===== config.mk =====
export PLATFORM = sky130hd
export DESIGN_NAME = fir_cell
export DESIGN_NICKNAME = d
export VERILOG_FILES = /design/src/sv/fir_pkg.sv /design/src/sv/fir_cell.sv
export SDC_FILE = /design/constraint.sdc
export NUM_CORES = 1
export LEC_CHECK = 0
export BUFFER_PORTS_ARGS = -buffer_cell sky130_fd_sc_hd__clkbuf_2
export CORE_ASPECT_RATIO = 0.7
export CORE_MARGIN = 2
export CORE_UTILIZATION = 56
export DETAILED_ROUTE_END_ITERATION = 6
export MAX_ROUTING_LAYER = met4
export PLACE_DENSITY = 0.89
export SLEW_MARGIN = 20
export SYNTH_ARGS = -nofsm -noshare
export SYNTH_HDL_FRONTEND = slang
export SYNTH_SLANG_ARGS = --single-unit

===== constraint.sdc =====
create_clock -name clk -period 6.4 [get_ports clk]
set_input_delay 1.28 -clock clk [delete_from_list [all_inputs] [get_ports clk]]
set_output_delay 1.28 -clock clk [all_outputs]
set_load 0.01 [all_outputs]

===== src/sv/fir_pkg.sv =====
// Shared types and constants for the FIR filter.
// No dependencies; imported by every module of the filter.
package fir_pkg;

    localparam int MAX_TAPS    = 16;
    localparam int SAMPLE_BITS = 16;
    localparam int COEFF_BITS  = 16;
    localparam int PROD_BITS   = SAMPLE_BITS + COEFF_BITS;
    localparam int SUM_BITS    = 40;
    localparam int TAPS_BITS   = 5;
    localparam int INDEX_BITS  = 4;

    localparam logic [TAPS_BITS-1:0] NUM_TAPS_RESET = 5'd16;

    typedef enum logic [1:0] {
        FUNC_CLEAR  = 2'd0,
        FUNC_LOAD   = 2'd1,
        FUNC_FILTER = 2'd2
    } func_t;

    // Per-cycle control broadcast to every cell of the chain
    typedef struct packed {
        logic shift;
        logic clear;
    } cell_ctrl_t;

endpackage


===== src/sv/fir_cell.sv =====
// One tap of the FIR chain: delay stage, coefficient, product and partial sum.
// Depends on fir_pkg.
module fir_cell
    import fir_pkg::*;
(
    input  logic                        clk,
    input  logic                        rst_n,
    input  cell_ctrl_t                  ctrl,
    input  logic                        load_en,
    input  logic                        tap_on,
    input  logic signed [COEFF_BITS-1:0]  coeff_in,
    input  logic signed [SAMPLE_BITS-1:0] sample_in,
    input  logic signed [SUM_BITS-1:0]    psum_in,
    input  logic                        tok_in,
    output logic signed [SAMPLE_BITS-1:0] sample_out,
    output logic signed [SUM_BITS-1:0]    psum_out,
    output logic                        tok_out
);

    logic signed [SAMPLE_BITS-1:0] sample_reg;
    logic signed [SAMPLE_BITS-1:0] sample_next;
    logic signed [COEFF_BITS-1:0]  coeff_reg;
    logic signed [PROD_BITS-1:0]   prod_reg;
    logic signed [PROD_BITS-1:0]   prod_next;
    logic signed [SUM_BITS-1:0]    psum_reg;
    logic signed [SUM_BITS-1:0]    psum_next;
    logic                          tok_reg;

    always_comb
    begin
        priority if (ctrl.clear)
        begin
            sample_next = '0;
        end
        else if (ctrl.shift)
        begin
            sample_next = sample_in;
        end
        else
        begin
            sample_next = sample_reg;
        end
    end

    // Inactive taps contribute nothing
    assign prod_next = tap_on ? PROD_BITS'(coeff_reg * sample_reg) : '0;
    assign psum_next = psum_in + SUM_BITS'(prod_reg);

    always_ff @(posedge clk or negedge rst_n)
    begin
        if (!rst_n)
        begin
            sample_reg <= '0;
            tok_reg    <= 1'b0;
        end
        else
        begin
            sample_reg <= sample_next;
            tok_reg    <= tok_in;
        end
    end

    always_ff @(posedge clk)
    begin
        if (load_en)
        begin
            coeff_reg <= coeff_in;
        end
        prod_reg <= prod_next;
        if (tok_in)
        begin
            psum_reg <= psum_next;
        end
    end

    assign sample_out = sample_reg;
    assign psum_out   = psum_reg;
    assign tok_out    = tok_reg;

endmodule


==> reports/qor.yml <==
sta:
  worst_slack_ns: 0.231
  final-hold-violation-count: 0
  fin_skew_ns: 0.0107
  slew-limit-headroom_pct: 36.1
  setup_viol: 0
  period_share_pct: 96.4
  whs_ns: 0.528
  fin_crit_ns: 6.17
  fmax_mhz: 162
  maxSlewViolCount: 0
  tightestPinTransition_ns: 0.958
finish:
  design_area_um2: 16600
  final_cells: 2060
  final_cell_mix: "inv_1, fa_1, nand2_1, clkbuf_2, and2_1"
  final_common_cell: "inv_1"
  drive_above_1_share_pct: 12.1
  largest_register_ffs: 40
  layout.nets: 2154
  final_core_util_pct: 62.5
  area_delta_synth_final_pct: 10.6
  n_antenna_cell: 0
place:
  post-place-ws_ns: 0.166
  dp_hpwl_mm: 30.5
  gp_congestion: 1.01
  dp_cells: 2040
  dpl_cell_area_um2: 16200
  port_buffers: 135
grt:
  grt_max_degree: 42
  grt_pass1_vias: 11900
  grt-ovfl-total: 0
  antenna_found_initial: 0
  grt_usage_pct: 28.5
  grt_pass1_wl_mm: 60.3
critical_path:
  reg2reg_slack_ns: 0.23
  r2r-end: "prod_reg[30]$_SDFF_PN0_"
  crit_fanout: 8
  r2r_start: "coeff_reg[8]$_DFFE_PP_"
  setup.worst_path.start_class: "flip-flop"
  cp-end-kind: "flip-flop"
  arrival_ns: 6.47
  cp.required_ns: 6.70
  ff2ff_path_depth: 18
  worstSetupPathType: "reg -> reg"
synthesis:
  synth_area_um2: 15000
  synth_fp_nets: 2012
  ys.flop_type: "edfxtp_1"
  synth_simple_gate_area_share_pct: 15.1
  synth_top_family_by_area: "adder cells"
  synth-xor-area-share_pct: 3.44
  synth_seq_area_share_pct: 18.3
  synthMuxAreaShare_pct: 1.33
  avgSynthCellArea_um2: 9.69
  synth_compound_area_share_pct: 8.02
  synth_cell_types: 59
  syn_inst: 1549
  synthArstFlopShare_pct: 16.2
  ys_warn_count: 0
  ys_ff_latch: 105
  synth_edf_count: 56
  synthAdderAreaFrac_pct: 45.2
power:
  seq_power_share_pct: 18.2
  p_leak_uw: 0.00845
  p_switching_uw: 2830
  pwr-share-clk_pct: 9.6
  pwr_density_cell_nw_per_um2: 359
  vdd_drop_max_mv: 0.234
  cellInternalPower_uw: 3130
  combPwrFrac_pct: 72.2
  swShare_pct: 47.6
detailed_routing:
  vias: 11300
  ant_nets: 0
  drc: 0
  post_drt_wl_per_cell_um: 17.7
  wl_mm: 36.5
  first_pass_iters: 7
  viasPerCell: 5.48
  drtIter0Drc: 885
run:
  cap_viol_max_count: 0
min_path:
  min_from: "prod_reg[0]$_SDFF_PN0_"
  hold_depth: 1
  holdPathEnd: "psum_out[0]$_DFFE_PP_"
  hp-class: "reg -> reg"
floorplan:
  rows: 50
  fp.dieH_um: 141
  core_area_um2: 26500
  initial_core_util_pct: 56.6
  die_w_um: 200
  die_area_um2: 28100
  io_pins: 136
clocking:
  htreeDepth: 3
  clk-insertion-delay-late_ns: 0.37
  cts.clk_slew.worst_paths_ns: 0.08
  clkSinkCount: 105
  numCtsBuffers: 9
  cts.path.max_buffers: 2
  cts_hold_buf: 0
  cts_tree: "yes"
  cts_root_buffer: "clkbuf_16"
outcome:
  status: "finished, final reports clean"
routing by layer:
layer / GRT usage, % / vias up / part of all wire, %
met5: - / - / 0
li1: - / 5172 / -
met3: 9.28 / 59 / 12
met1: 39.0 / 5521 / 43
met4: 6.35 / 0 / 1.7
met2: 41.7 / 546 / 43
Yosys cell counts, types with 3 or more instances:
library cell / n / area share, %
and2_1: 134 / 5.6
xor2_1: 12 / 0.70
edfxtp_1: 56 / 11
a21oi_1: 51 / 1.7
o21bai_1: 3 / 0.15
fa_1: 263 / 35
o211ai_1: 6 / 0.30
nand3_1: 18 / 0.60
nand2_1: 148 / 3.7
a211o_1: 5 / 0.29
a21boi_0: 4 / 0.20
o21a_1: 8 / 0.40
clkbuf_1: 43 / 1.1
nand2b_1: 19 / 0.79
a21o_1: 27 / 1.4
mux2i_1: 20 / 1.3
xnor2_1: 47 / 2.7
inv_1: 301 / 7.5
o21ai_0: 32 / 1.1
or3_1: 7 / 0.29
nor3_1: 19 / 0.63
nor3b_1: 4 / 0.20
nor2b_1: 5 / 0.21
dfxtp_1: 32 / 4.3
nor2_1: 72 / 1.8
dfrtp_1: 17 / 2.8
a221o_1: 3 / 0.20
a211oi_1: 10 / 0.50
a31oi_1: 5 / 0.21
and3_1: 8 / 0.33
nand4_1: 11 / 0.46
ha_1: 121 / 10
how the worst max path moves through the flow:
stage	slack [ns]	cells past startpoint	startpoint	end
6_report	0.23	18	coeff_reg[8]$_DFFE_PP_	prod_reg[30]$_SDFF_PN0_
5_1_grt	-0.001	18	coeff_reg[8]$_DFFE_PP_	prod_reg[30]$_SDFF_PN0_
4_1_cts	0.13	16	sample_out[2]$_DFFE_PN0P_	prod_reg[30]$_SDFF_PN0_
3_5_place_dp	0.17	19	sample_out[4]$_DFFE_PN0P_	prod_reg[30]$_SDFF_PN0_
3_3_place_gp	0.25	17	sample_out[4]$_DFFE_PN0P_	prod_reg[30]$_SDFF_PN0_
2_1_floorplan	0.28	17	sample_out[1]$_DFFE_PN0P_	prod_reg[30]$_SDFF_PN0_
power groups by stage:
stage | Sequential [µW] | Combinational (µW) | Clock, µW
2_1_floorplan | 1130 | 3080 | 0
3_3_place_gp | 1100 | 3990 | 0
3_5_place_dp | 1100 | 4210 | 0
4_1_cts | 1090 | 4250 | 588
5_1_grt | 1110 | 4830 | 617
6_report | 1080 | 4300 | 572
cell type report:
type | instances | area [µm²]
clock buffer | 12 | 256
sequential | 105 | 2760
tap | 364 | 455
fill | 2169 | 9930
timing repair buffer | 176 | 983
inverter | 301 | 1130
clock inverter | 4 | 45.0
multi-input combinational | 1098 | 11000
per-stage QoR:
step	total power, µW	setup TNS [ns]
4_1_cts	5920	0
3_5_place_dp	5310	0
5_1_grt	6550	-0.00147
3_3_place_gp	5090	0
6_report	5960	0
2_1_floorplan	4210	0
cells by family (layout without fill, tap and decap cells):
kind of cell | count (synthesis) | in the layout
xor gates and xnor gates | 59 | 59
and+or+nand+nor | 454 | 454
DFF | 105 | 105
muxes | 20 | 20
AOI/OAI and AO/OA | 181 | 181
adders and majority gates | 384 | 384
buffers and inverters | 346 | 493
worst max-delay path, cell delays in order, from the launching register on:
cell and delay (ns):
edfxtp_1 0.51, and2_1 0.21, fa_1 0.55, inv_1 0.06, fa_1 0.45, fa_1 0.55, inv_1 0.07, fa_1 0.49
fa_1 0.49, inv_1 0.05, fa_1 0.47, inv_1 0.04, ha_1 0.34, and3_1 0.23, a221o_1 0.39, a221o_1 0.39
a311o_1 0.36, o32ai_2 0.24, mux2i_1 0.20
timing repair:
item,in CTS,in global routing
gates resized for setup,0,8
setup endpoints to repair,0,7
buffers inserted,0,4
Power figures use the tool's default switching activity.
